$ cat config.mk
export PLATFORM = sky130hd
export DESIGN_NAME = sbs_queue
export DESIGN_NICKNAME = d
export VERILOG_FILES = /design/src/hw/rtl/sbs_pkg.sv /design/src/hw/rtl/sbs_queue.sv
export SDC_FILE = /design/constraint.sdc
export NUM_CORES = 1
export LEC_CHECK = 0
export BUFFER_PORTS_ARGS = -buffer_cell sky130_fd_sc_hd__buf_2
export CORE_ASPECT_RATIO = 1.2
export CORE_MARGIN = 10
export CORE_UTILIZATION = 40
export CTS_CLUSTER_DIAMETER = 80
export DETAILED_ROUTE_END_ITERATION = 12
export GPL_ROUTABILITY_DRIVEN = 1
export SETUP_SLACK_MARGIN = 0.02
export SYNTH_ARGS = -nofsm -noshare
export SYNTH_HDL_FRONTEND = slang
export SYNTH_SLANG_ARGS = --single-unit
$ cat constraint.sdc
create_clock -name clk -period 2.5 [get_ports clk]
set_input_delay 0.5 -clock clk [delete_from_list [all_inputs] [get_ports clk]]
set_output_delay 0.5 -clock clk [all_outputs]
set_load 0.02 [all_outputs]
$ cat src/hw/rtl/sbs_pkg.sv
// Shared types, widths, codes and defaults of the spike bucket scatter block.
package sbs_pkg;

    localparam int FUNC_W  = 3;
    localparam int SPIKE_W = 9;
    localparam int ROW_W   = 8;
    localparam int COL_W   = 4;
    localparam int ENTRY_W = 15;
    localparam int SLOT_W  = 4;
    localparam int XY_W    = 6;
    localparam int DATA_W  = 15;
    localparam int QUOT_W  = 14;
    localparam int CNT_W   = 10;
    localparam int XYSZ_W  = 7;
    localparam int FAN_W   = 5;
    localparam int DEP_W   = 5;

    localparam int APB_DATA_W = 32;
    localparam int APB_ADDR_W = 4;

    localparam int DEF_NUM_SPIKE_IDS = 256;
    localparam int DEF_MAX_FANOUT    = 16;
    localparam int DEF_MAX_XY        = 64;
    localparam int DEF_MAX_DEPTH     = 16;

    localparam int QUEUE_DEPTH = 4;

    localparam logic [CNT_W-1:0] COUNT_SAT = '1;

    localparam logic [XYSZ_W-1:0] RST_XY_SIZE = 7'd64;
    localparam logic [FAN_W-1:0]  RST_FANOUT  = 5'd16;
    localparam logic [DEP_W-1:0]  RST_DEPTH   = 5'd16;

    typedef enum logic [1:0] {
        REG_XY_SIZE = 2'd0,
        REG_FANOUT  = 2'd1,
        REG_DEPTH   = 2'd2
    } reg_idx_t;

    typedef enum logic [FUNC_W-1:0] {
        FUNC_WRITE      = 3'd0,
        FUNC_CLEAR      = 3'd1,
        FUNC_SPIKE      = 3'd2,
        FUNC_READ_SLOT  = 3'd3,
        FUNC_READ_COUNT = 3'd4
    } func_t;

    typedef enum logic [2:0] {
        OP_NOP        = 3'd0,
        OP_WRITE      = 3'd1,
        OP_CLEAR      = 3'd2,
        OP_SPIKE      = 3'd3,
        OP_READ_SLOT  = 3'd4,
        OP_READ_COUNT = 3'd5
    } op_t;

    // Effective (saturated) configuration.
    typedef struct packed {
        logic [XYSZ_W-1:0] xy;
        logic [FAN_W-1:0]  fanout;
        logic [DEP_W-1:0]  depth;
    } cfg_t;

    // Classified command handed from the front end to the back end.
    typedef struct packed {
        op_t                op;
        logic               bad;
        logic [ROW_W-1:0]   row;
        logic [COL_W-1:0]   col;
        logic [ENTRY_W-1:0] entry;
        logic [SLOT_W-1:0]  slot;
        logic [XY_W-1:0]    xy;
    } cmd_t;

endpackage

$ cat src/hw/rtl/sbs_queue.sv
// Short command queue between the front end and the back end.
module sbs_queue (
    input  logic          clk,
    input  logic          rst_n,
    input  logic          push_valid,
    output logic          push_ready,
    input  sbs_pkg::cmd_t push_cmd,
    output logic          pop_valid,
    input  logic          pop_ready,
    output sbs_pkg::cmd_t pop_cmd
);

    localparam int PTR_W = $clog2(sbs_pkg::QUEUE_DEPTH);
    localparam int CNT_W = $clog2(sbs_pkg::QUEUE_DEPTH + 1);

    sbs_pkg::cmd_t    slot_reg [sbs_pkg::QUEUE_DEPTH];
    logic [PTR_W-1:0] wr_ptr_reg;
    logic [PTR_W-1:0] rd_ptr_reg;
    logic [CNT_W-1:0] fill_reg;
    logic             do_push;
    logic             do_pop;

    assign push_ready = fill_reg != CNT_W'(sbs_pkg::QUEUE_DEPTH);
    assign pop_valid  = fill_reg != '0;
    assign pop_cmd    = slot_reg[rd_ptr_reg];
    assign do_push    = push_valid && push_ready;
    assign do_pop     = pop_valid && pop_ready;

    always_ff @(posedge clk or negedge rst_n)
    begin
        if (!rst_n)
        begin
            wr_ptr_reg <= '0;
            rd_ptr_reg <= '0;
            fill_reg   <= '0;
        end
        else
        begin
            if (do_push)
                wr_ptr_reg <= wr_ptr_reg + 1'b1;
            if (do_pop)
                rd_ptr_reg <= rd_ptr_reg + 1'b1;
            if (do_push && !do_pop)
                fill_reg <= fill_reg + 1'b1;
            else if (do_pop && !do_push)
                fill_reg <= fill_reg - 1'b1;
        end
    end

    always_ff @(posedge clk)
    begin
        if (do_push)
            slot_reg[wr_ptr_reg] <= push_cmd;
    end

endmodule

# Word-level counts from Yosys, hierarchy flattened
# Memories as Yosys holds them, arrays and structs flattened.
# Cells that the tools add are included.
# Widths: inputs -> output; s select.
# word_totals
rom_bits	0
input_bits	45
ff_bits	7
wordCells	21
output_inout_bits	43
latchBits	0
ram_bits	164
n_memories	1
# mem_list
memory	words	width	rd	rd_clocked_by_memory_dff	write_ports	line	source
slot_reg	4	41	1	0	1	sbs_queue.sv:16	sbs_pkg::cmd_t slot_reg [sbs_pkg::QUEUE_DEPTH];
# classes
n_div	0
shift	0
bitwise	0
reduce_logical	8
muxes	4
add_sub_neg	4
eq_ne	1
magnitude_cmp	0
multipliers	0
# ops
op	count
$mux 3	2
$add 2x1->2 const B	2
$logic_and 1x1->1	4
$add 3x1->3 const B	1
$ne 3x3->1 const B	1
$reduce_bool 3->1	1
$sub 3x1->3 const B	1
$logic_not 1->1	2
$mux 1	2
$reduce_bool 2->1	1

# Longest topological paths before layout
# logic_depth
depth_word	6
depth_mapped	8
ltp_nobuf	8

# Worst setup path before layout
# No wires, ideal clock.
# synth_path
kind	in2reg
start	input port push_valid
end	memory slot_reg[0][0] (netlist name), enable pin
path_slack_ns	0.303
setup_time_ns	0.402
n_path_buf	0
path_stages	2
required_time_ns	2.098
arrival_time_ns	1.795
cell_sequence	a21boi_2 and2_1
# synth_between
elab_chain_len	3
# synth_rtl
element	line	source
start: declaration	sbs_queue.sv:5	input logic push_valid,
$logic_and 1x1->1	sbs_queue.sv:26	assign do_push = push_valid && push_ready;
$mux 1	sbs_queue.sv:52	if (do_push)
$mux 1 (not written as such)	sbs_queue.sv:53	slot_reg[wr_ptr_reg] <= push_cmd;
end: declaration	sbs_queue.sv:16	
# No other way between the ends.

==> flow_summary.json <==
{
  "stdcell_count": 583,
  "syn2layout_area_growth_pct": 21.0,
  "r2r_end": "fill_reg[2]",
  "die_area_sq_um": 21400,
  "drc": 0,
  "drt_iter0_markers": 190,
  "antenna_found_initial": 3,
  "synth_nets": 301,
  "cp-start-kind": "register",
  "worstReg2RegStart": "fill_reg[1]",
  "ys_seq_area_share_pct": 79.9,
  "cts_root_buf": "clkbuf_16",
  "finalNetCount": 413,
  "finalMaxSlewViolations": 0,
  "die_h_microns": 158,
  "start_util_pct": 40.8,
  "grt_pass1_vias": 3219,
  "clk_pin_slew_ns": 0.07,
  "final_cell_mix": "edfxtp_1, buf_2, mux4_2",
  "p_leak_nw": 2.69,
  "top_usage_layer": "met2",
  "placedCellCount": 548,
  "critPathArrivalTime_ns": 1.86,
  "ff2ff_path_depth": 8,
  "hp-class": "input pin to register",
  "max-clock-path-buffers": 2,
  "ant_nets": 0,
  "cts_made_buffers": 17,
  "cts_tree": "built",
  "period_share_pct": 94.5,
  "status": "completed",
  "htreeDepth": 4,
  "place_congestion": 0.716,
  "design_area_sq_um": 7720,
  "dpl_cell_area_sq_um": 7090,
  "fin_setup_tns_ns": 0,
  "crit_path_start": "rd_ptr_reg[0]",
  "critPathKind": "register to output port",
  "wirelength_microns": 12000,
  "period_needed_ns": 2.36,
  "rsz0062_at_grt": "no",
  "portBuffers": 87,
  "die_w_microns": 135,
  "layout_setup_ws_ns": 0.136,
  "place_ws_ns": 0.367,
  "post_drt_wl_per_cell_microns": 20.6,
  "diodes": 0,
  "met2_usage_pct": 19.8,
  "grt_use_total_pct": 11.7,
  "coreArea_sq_um": 15600,
  "synthCells": 250,
  "pin_count": 88,
  "r2r_setup_slack_ns": 0.37,
  "clk-insertion-delay-late_ns": 0.41,
  "grt_pass1_wl_microns": 18500,
  "rows": 50,
  "met1_usage_pct": 13.5,
  "synth-seq-cells": 171,
  "final_common_cell": "edfxtp_1",
  "clock_skew_ns": 0.00712,
  "crit_required_ns": 2.00,
  "fmaxAchievable_ghz": 0.423,
  "slew_headroom_pct": 73.7,
  "grt_use_met3_pct": 3.85,
  "vias": 2887,
  "grt_remaining_overflow": 0,
  "viasPerCell": 4.95,
  "finalSetupViolCount": 0,
  "path_max_fanout": 9,
  "maxCapViolations": 0,
  "ir_worst_vdd_v": 0.000503,
  "syn-cell-area_sq_um": 6380,
  "ys_types": 20,
  "largest_reg_flops": 164,
  "worstMarginPinSlew_ns": 0.395,
  "drive_above_1_share_pct": 47.5,
  "crit_end": "pop_cmd[37]",
  "hpwlAfterDp_microns": 7660,
  "cp-end-kind": "output port",
  "synth.avg_cell_area_sq_um": 25.5,
  "dr.pass1.iters": 4,
  "hold_violations": 0,
  "cts.sinks": 171,
  "p_per_area_nw_per_um2": 1250,
  "synth-warning-count": 0,
  "grt_max_degree": 26
}
layout make-up:
cell class	instances	area [sq um]
clock buffers	18	429
clock inverters	14	158
fillers	1329	7920
inverters	3	11.3
multi-input cells	66	1160
flip-flops and latches	171	5100
well taps	208	260
repair buffers	103	596
cells in the mapped netlist:
master / instances / share of area [%]
buf_2: 4 / 0.31
nand2_1: 2 / 0.12
xnor2_1: 4 / 0.55
mux4_2: 38 / 13
dfrtp_1: 7 / 2.7
and2_1: 4 / 0.39
fa_1: 1 / 0.31
inv_1: 3 / 0.18
mux4_1: 3 / 1.2
nor2_1: 2 / 0.12
nand3_1: 1 / 0.078
ha_1: 5 / 0.98
a21boi_2: 1 / 0.18
xor2_1: 2 / 0.27
mux2_2: 2 / 0.35
or3_1: 1 / 0.098
edfxtp_1: 164 / 77
clkbuf_1: 1 / 0.059
buf_12: 4 / 1.3
buf_6: 1 / 0.18
per-layer routing:
layer  vias up  wire length (microns)
li1       1276                      -
met1      1527                   4860
met2        61                   6410
met3        17                    547
met4         6                    167
met5         -                     50
report_power, final:
group	internal [W]	total (W)	switching [W]	leakage, nW
sequential	0.00380	0.00399	0.000183	1.58
clock	0.00150	0.00258	0.00109	0.288
combinational	0.00132	0.00309	0.00177	0.821
total	0.00662	0.00966	0.00304	2.69
worst min path at each step:
stage,cells after the start,slack (ns),end,from
after global routing,1,0.28,slot_reg[2][24],push_cmd[24]
after detailed placement,1,0.35,fill_reg[0],rst_n
after CTS,1,0.28,slot_reg[0][21],push_cmd[21]
after floorplan,0,0.20,fill_reg[0],rst_n
after global placement,1,0.35,fill_reg[0],rst_n
final,1,0.30,slot_reg[2][4],push_cmd[4]
per-stage QoR:
stage          utilization (%)  hold WS, ns  power, W
2_1_floorplan                -        0.204   0.00622
3_3_place_gp              45.4        0.347   0.00714
3_5_place_dp              45.4        0.355   0.00720
4_1_cts                   49.4        0.282   0.00983
5_1_grt                   49.4        0.285    0.0102
6_report                  49.4        0.299   0.00966
worst max-delay path: stages, from the launching register on:
cell	delay, ns
dfrtp_4	0.51
buf_12	0.17
mux4_1	0.59
buf_2	0.19
repair_timing:
| item | 4_1_cts | 5_1_grt |
|---|---|---|
| endpoints found under the hold margin | 7 | 0 |
| gates resized for setup | 0 | 0 |
| setup endpoints to repair | 22 | 0 |
| hold buffers | 1 | 0 |
| setup buffers | 2 | 0 |
cells by family (layout without fill, tap and decap cells):
kind of cell | after synthesis | in the layout | share of synthesized area, %
AO/OA/AOI/OAI | 1 | 1 | 0.176
multiplexers | 43 | 43 | 15.0
adder cells (fa/ha/maj) | 6 | 6 | 1.29
AND/OR/NAND/NOR | 10 | 10 | 0.804
XOR/XNOR | 6 | 6 | 0.824
flip-flops | 171 | 171 | 79.9
buffers and inverters | 13 | 138 | 1.98
(Power assumes the default switching activity.)
