--- config.mk ---
export PLATFORM = sky130hd
export DESIGN_NAME = sbs_front
export DESIGN_NICKNAME = d
export VERILOG_FILES = /design/src/hw/rtl/sbs_pkg.sv /design/src/hw/rtl/sbs_front.sv
export SDC_FILE = /design/constraint.sdc
export NUM_CORES = 1
export LEC_CHECK = 0
export BUFFER_PORTS_ARGS = -buffer_cell sky130_fd_sc_hd__clkbuf_2
export CAP_MARGIN = 20
export CORE_UTILIZATION = 42
export CTS_BUF_LIST = sky130_fd_sc_hd__clkbuf_8
export DETAILED_ROUTE_END_ITERATION = 8
export PLACE_DENSITY = 0.82
export SYNTH_ARGS = -nofsm -noshare
export SYNTH_HDL_FRONTEND = slang
export SYNTH_SLANG_ARGS = --single-unit
--- constraint.sdc ---
create_clock -name clk -period 2.2 [get_ports clk]
set_input_delay 0.22 -clock clk [delete_from_list [all_inputs] [get_ports clk]]
set_output_delay 0.22 -clock clk [all_outputs]
set_load 0.02 [all_outputs]
--- src/hw/rtl/sbs_pkg.sv ---
// Shared types, widths, codes and defaults of the spike bucket scatter block.
package sbs_pkg;

    localparam int FUNC_W  = 3;
    localparam int SPIKE_W = 9;
    localparam int ROW_W   = 8;
    localparam int COL_W   = 4;
    localparam int ENTRY_W = 15;
    localparam int SLOT_W  = 4;
    localparam int XY_W    = 6;
    localparam int DATA_W  = 15;
    localparam int QUOT_W  = 14;
    localparam int CNT_W   = 10;
    localparam int XYSZ_W  = 7;
    localparam int FAN_W   = 5;
    localparam int DEP_W   = 5;

    localparam int APB_DATA_W = 32;
    localparam int APB_ADDR_W = 4;

    localparam int DEF_NUM_SPIKE_IDS = 256;
    localparam int DEF_MAX_FANOUT    = 16;
    localparam int DEF_MAX_XY        = 64;
    localparam int DEF_MAX_DEPTH     = 16;

    localparam int QUEUE_DEPTH = 4;

    localparam logic [CNT_W-1:0] COUNT_SAT = '1;

    localparam logic [XYSZ_W-1:0] RST_XY_SIZE = 7'd64;
    localparam logic [FAN_W-1:0]  RST_FANOUT  = 5'd16;
    localparam logic [DEP_W-1:0]  RST_DEPTH   = 5'd16;

    typedef enum logic [1:0] {
        REG_XY_SIZE = 2'd0,
        REG_FANOUT  = 2'd1,
        REG_DEPTH   = 2'd2
    } reg_idx_t;

    typedef enum logic [FUNC_W-1:0] {
        FUNC_WRITE      = 3'd0,
        FUNC_CLEAR      = 3'd1,
        FUNC_SPIKE      = 3'd2,
        FUNC_READ_SLOT  = 3'd3,
        FUNC_READ_COUNT = 3'd4
    } func_t;

    typedef enum logic [2:0] {
        OP_NOP        = 3'd0,
        OP_WRITE      = 3'd1,
        OP_CLEAR      = 3'd2,
        OP_SPIKE      = 3'd3,
        OP_READ_SLOT  = 3'd4,
        OP_READ_COUNT = 3'd5
    } op_t;

    // Effective (saturated) configuration.
    typedef struct packed {
        logic [XYSZ_W-1:0] xy;
        logic [FAN_W-1:0]  fanout;
        logic [DEP_W-1:0]  depth;
    } cfg_t;

    // Classified command handed from the front end to the back end.
    typedef struct packed {
        op_t                op;
        logic               bad;
        logic [ROW_W-1:0]   row;
        logic [COL_W-1:0]   col;
        logic [ENTRY_W-1:0] entry;
        logic [SLOT_W-1:0]  slot;
        logic [XY_W-1:0]    xy;
    } cmd_t;

endpackage

--- src/hw/rtl/sbs_front.sv ---
// Front end: takes input transactions, classifies them and stages them for the queue.
module sbs_front #(
    parameter int NUM_SPIKE_IDS = sbs_pkg::DEF_NUM_SPIKE_IDS,
    parameter int MAX_FANOUT    = sbs_pkg::DEF_MAX_FANOUT,
    parameter int MAX_DEPTH     = sbs_pkg::DEF_MAX_DEPTH
) (
    input  logic                                clk,
    input  logic                                rst_n,
    input  sbs_pkg::cfg_t                       cfg,
    input  logic                                in_valid,
    output logic                                in_ready,
    input  logic [sbs_pkg::FUNC_W-1:0]          func,
    input  logic signed [sbs_pkg::SPIKE_W-1:0]  spike_id,
    input  logic [sbs_pkg::ROW_W-1:0]           table_row,
    input  logic [sbs_pkg::COL_W-1:0]           table_col,
    input  logic signed [sbs_pkg::ENTRY_W-1:0]  table_entry,
    input  logic [sbs_pkg::SLOT_W-1:0]          read_slot,
    input  logic [sbs_pkg::XY_W-1:0]            read_xy,
    output logic                                push_valid,
    input  logic                                push_ready,
    output sbs_pkg::cmd_t                       push_cmd
);

    sbs_pkg::cmd_t cmd_next;
    sbs_pkg::cmd_t cmd_reg;
    logic          vld_reg;
    logic          vld_next;
    logic          xy_bad;

    assign xy_bad = {1'b0, read_xy} >= cfg.xy;

    always_comb
    begin
        cmd_next       = '0;
        cmd_next.op    = sbs_pkg::OP_NOP;
        cmd_next.col   = table_col;
        cmd_next.entry = table_entry;
        cmd_next.slot  = read_slot;
        cmd_next.xy    = read_xy;
        cmd_next.row   = table_row;
        case (func)
            sbs_pkg::FUNC_WRITE:
            begin
                if (32'(table_row) >= NUM_SPIKE_IDS || 32'(table_col) >= MAX_FANOUT)
                    cmd_next.bad = 1'b1;
                else
                    cmd_next.op = sbs_pkg::OP_WRITE;
            end
            sbs_pkg::FUNC_CLEAR:
                cmd_next.op = sbs_pkg::OP_CLEAR;
            sbs_pkg::FUNC_SPIKE:
            begin
                cmd_next.row = spike_id[sbs_pkg::ROW_W-1:0];
                if (!spike_id[sbs_pkg::SPIKE_W-1])
                begin
                    if (32'(spike_id[sbs_pkg::ROW_W-1:0]) >= NUM_SPIKE_IDS)
                        cmd_next.bad = 1'b1;
                    else
                        cmd_next.op = sbs_pkg::OP_SPIKE;
                end
            end
            sbs_pkg::FUNC_READ_SLOT:
            begin
                if (xy_bad || 32'(read_slot) >= MAX_DEPTH)
                    cmd_next.bad = 1'b1;
                else
                    cmd_next.op = sbs_pkg::OP_READ_SLOT;
            end
            sbs_pkg::FUNC_READ_COUNT:
            begin
                if (xy_bad)
                    cmd_next.bad = 1'b1;
                else
                    cmd_next.op = sbs_pkg::OP_READ_COUNT;
            end
            default:
                cmd_next.op = sbs_pkg::OP_NOP;
        endcase
    end

    assign in_ready   = !vld_reg || push_ready;
    assign push_valid = vld_reg;
    assign push_cmd   = cmd_reg;

    always_comb
    begin
        vld_next = vld_reg;
        if (in_valid && in_ready)
            vld_next = 1'b1;
        else if (push_ready)
            vld_next = 1'b0;
    end

    always_ff @(posedge clk or negedge rst_n)
    begin
        if (!rst_n)
            vld_reg <= 1'b0;
        else
            vld_reg <= vld_next;
    end

    always_ff @(posedge clk)
    begin
        if (in_valid && in_ready)
            cmd_reg <= cmd_next;
    end

endmodule

## After elaboration in Yosys (flattened, before gate mapping)

Index checks and enable logic that the tools add are counted.

- Output and inout port bits: 43
- Input port bits: 70
- Word-level logic and storage cells: 27
- Bits in registers: 42

- Order comparisons: 1
- Reductions and logical operators: 6
- Equal/unequal tests: 4
- Multiplexer cells: 8

Operator list:

| cell | count |
|---|---|
| 3-bit one-hot mux with 5 select lines | 1 |
| 8-bit 2-to-1 mux | 1 |
| 6-bit by 7-bit >= comparator with 1-bit output | 1 |
| 3-bit by 2-bit == test with 1-bit output (second input constant) | 2 |
| 3-bit 2-to-1 mux | 2 |
| 3-bit by 1-bit == test with 1-bit output (second input constant) | 1 |
| 3-bit == test (second input constant) | 1 |
| 3-bit zero test | 1 |
| 1-bit 2-to-1 mux | 3 |
| 2-bit 2-to-1 mux | 1 |
| 2-bit nonzero test | 1 |
| 2-bit OR reduction | 1 |
| 1-bit logical AND | 1 |
| 1-bit zero test | 1 |
| 1-bit logical OR | 1 |

## Depth between registers and ports, before layout

- Depth in word-level cells: 4
- Gate-level depth with buffers: 6
- Depth with buffers taken out: 6

## Worst setup path before layout

OpenSTA, ideal clock, no wires.

- Path type: flip-flop to flip-flop
- From: register vld_reg (netlist: push_valid)
- To: register cmd_reg, in the netlist push_cmd[0] (enable)
- Library setup time: 0.402 ns
- Buffers on the path: 0
- Arrival time: 1.735 ns
- Stages on the path, launching flop included: 3
- Clock period less this slack: 2.138 ns
- Setup slack: 0.062 ns
- Data required time: 1.798 ns
- Cell sequence: dfrtp_1 -> nand2b_1 -> and2_1

- Longest elaborated chain between the ends: 3

Ends and longest elaborated chain:

| what | RTL line | text |
|---|---|---|
| from (decl) | sbs_front.sv:26 | `logic vld_reg;` |
| from (signal assigned) | sbs_front.sv:99 | `vld_reg <= vld_next;` |
| 1-bit zero test | sbs_front.sv:81 | `assign in_ready = !vld_reg \|\| push_ready;` |
| 1-bit logical OR | sbs_front.sv:81 |  |
| via in_ready | sbs_front.sv:11 | `output logic in_ready,` |
| 1-bit logical AND | sbs_front.sv:104 | `if (in_valid && in_ready)` |
| to (signal assigned) | sbs_front.sv:105 | `cmd_reg <= cmd_next;` |
| to (decl) | sbs_front.sv:25 | `sbs_pkg::cmd_t cmd_reg;` |

The timed path passes the listed nets, and every way through them passes these cells.
A chain may end at the register's enable or synchronous reset.

## Worst setup path in the final report

- From: register vld_reg (netlist: push_valid)
- To: register cmd_reg, in the netlist push_cmd[25] (enable)

- Longest elaborated chain between the ends: 3

Ends and longest elaborated chain:

| what | RTL line |
|---|---|
| 1-bit zero test | sbs_front.sv:81 |
| 1-bit logical OR | sbs_front.sv:81 |
| 1-bit logical AND | sbs_front.sv:104 |

No other way between the ends.

==> run summary <==
Max-Cap Viols - 0
initial DRC count - 75
Max IR drop VDD - 0.0003070 V
Slowest-stage cell, CP - buf_4
Seq/Total Area, Yosys - 78.99%
post-synthesis adder-cell area fraction - 4.721%
Num CTS Buffers - 5
Layout fillers - 281
DRT antenna net count - 0
most frequent cells in the layout - clkbuf_2 (102), edfxtp_1 (41), mux2_2 (8), inv_1 (7), ha_1 (6)
GP Congestion - 0.6727
Sinks on Clock Net - 42
Reg clk slew, reported paths - 70 ps
final hold vios - 0
FMAX - 698.0 MHz
Area Overhead vs Synth - 42.01%
WHS Path Cells - 1
final setup violation count - 0
# nets final - 271
status - finished clean
total grt overflow - 0
Mapped Area - 1590 µm²
skew final - 4.217 ps
Final HPWL DP - 2586 µm
Multi-input gate area - 312.8 µm²
CTS root buffer - clkbuf_8
crit-path max FO - 41
Antenna Cells - 0
post-DR wirelength/cell - 13.10 µm
Setup WS post-layout - 767.3 ps
Pins Over Slew Limit - 0
Least-Margin Pin Slew - 480.3 ps
H-Tree Depth - 2
number of distinct library cells after synthesis - 20
Die Width - 63.54 µm
Pleak - 1.054 nW
Crit path buffers/inverters - 1
CP Data Required Time - 2130 ps
synthesized flop and latch total - 42
RR Endpoint - push_cmd[25]
post-synthesis compound-gate area fraction - 3.304%
vias - 1087
Initial DRT Pass Iterations - 4
largest net degree at the start of global routing - 42
Cell Rows - 21
input/output buffers - 102
Reg area - 1256 µm²
Reg2Reg Launch Point - push_valid
Synth Instances - 84
first-pass GRT wire length - 4692 µm
setup TNS - 0 ps
Worst EP arrival - 1360 ps
Total Wirelength - 3171 µm
CP max stage delay - 410 ps
post-synth net total - 160
Placement Setup Slack - 539.2 ps
Cell Chain, Critical Path - nand2b_1 > and2_2 > buf_4
crit start category - register
vias in the first global route - 1045
Synth Area in XOR/XNOR - 0%
total core area - 3468 µm²
vias per cell - 4.492
Post-Synth Simple-Gate Area - 5.271%
design area - 2258 µm²
Ys Warns - 0
Total GRT Usage - 16.41%
Slew HR - 67.98%
Placement Cell Area - 2167 µm²
crit-path leading delay family - buffers and inverters
die area - 4037 µm²
RSZ-0062 raised after global routing - no
Worst Path Class, Setup - register to register
crit end category - register
starting density of the core - 45.85%
Hold Crit Class - input port to register
R2R depth - 3
Power Density - 714.0 nW/µm²
WHS Endpoint - push_cmd[13]
largest family of logic cells by synthesized area - multiplexers
Die H - 63.54 µm
CTS Buffer Depth - 2
clk_lat worst skew - 280 ps
most common cell after layout, fill and taps aside - clkbuf_2
mux share of post-synthesis cell area - 6.294%
antenna violations before repair - 0
CTS tree - yes
Post-route DRC - 0
synthesized area per cell - 18.93 µm²
period utilisation layout - 65.12%
Ports - 113
minimum clock period - 1433 ps
Hold Crit Start - table_entry[3]
worst reg-to-reg setup slack - 770 ps
share of cells above drive strength 1 - 60.71%
[cell type report]
class / count / share of cell area (%)
clock buffers: 5 / 3.047
well taps: 46 / 2.548
repair buffers: 104 / 23.38
flip-flops and latches: 42 / 55.62
multi-input cells: 36 / 13.85
clock inverters: 3 / 0.5540
inverters: 6 / 0.9972
[flip-flops by register name (all words and copies together) (netlist names)]
| name | flops |
|---|---|
| push_cmd | 41 |
| push_valid | 1 |
[where the power goes]
part / total (mW) / internal, mW / leakage, nW / switching, mW
Sequential: 0.946 / 0.934 / 0.403 / 0.0117
Combinational: 0.226 / 0.0953 / 0.605 / 0.131
Clock: 0.441 / 0.213 / 0.0468 / 0.228
Total: 1.61 / 1.24 / 1.05 / 0.370
[routing by layer]
layer | part of all wire (%) | wire length [µm] | vias to the layer above | track usage [%]
met4 | 2.3 | 73 | 0 | 9.091
met3 | 9.3 | 296 | 8 | 5.254
met1 | 37 | 1187 | 464 | 17.21
li1 | - | - | 540 | -
met2 | 51 | 1613 | 75 | 28.72
met5 | 0 | 0 | - | 0
[cell usage after synthesis]
master / n / area (µm²)
inv_1: 6 / 22.52
edfxtp_1: 41 / 1231
mux2i_1: 1 / 10.01
a21oi_1: 1 / 5.000
nand4b_1: 1 / 8.760
ha_1: 6 / 75.07
and2_1: 2 / 12.51
o22ai_1: 1 / 6.260
o21ai_0: 1 / 5.000
nand2_1: 2 / 7.510
nor2_1: 3 / 11.26
a211oi_1: 1 / 7.510
o21a_1: 1 / 7.510
a21o_1: 2 / 15.01
nand2b_1: 3 / 18.77
nor3b_4: 1 / 18.77
a31oi_1: 1 / 6.260
dfrtp_1: 1 / 25.02
mux2_2: 8 / 90.09
nor2b_1: 1 / 6.260
[worst max-delay path by stage]
stage          slack (ps)            to  cells past startpoint  startpoint
2_1_floorplan          60   push_cmd[0]                      2  push_valid
4_1_cts               740  push_cmd[18]                      3  push_valid
3_3_place_gp          680  push_cmd[38]                      7     cfg[12]
3_5_place_dp          540  push_cmd[38]                      7  read_xy[0]
5_1_grt               700  push_cmd[10]                      3  push_valid
6_report              770  push_cmd[25]                      3  push_valid
[metrics by stage]
step	total power, mW	instances	hold slack, ps	util [%]
after floorplan	1.079	84	-75.59	-
after global placement	1.182	233	-4.416	62.48
after detailed placement	1.192	233	0.5973	62.48
after CTS	1.635	242	102.1	65.12
after global routing	1.682	242	95.89	65.12
final	1.613	242	111.6	65.12
[kinds of logic (layout without fill, tap and decap cells)]
kind of cell               count (synthesis)  in the layout
adders and majority gates                  6              6
muxes                                      9              9
buffers and inverters                      6            118
DFF                                       42             42
AOI/OAI and AO/OA                          8              8
and+or+nand+nor                           13             13
[what timing repair did]
action,in CTS,in global routing
endpoints found under the hold margin,1,0
gates resized for setup,0,0
buffers inserted,0,0
hold buffers,1,0
Power figures use the tool's default switching activity.
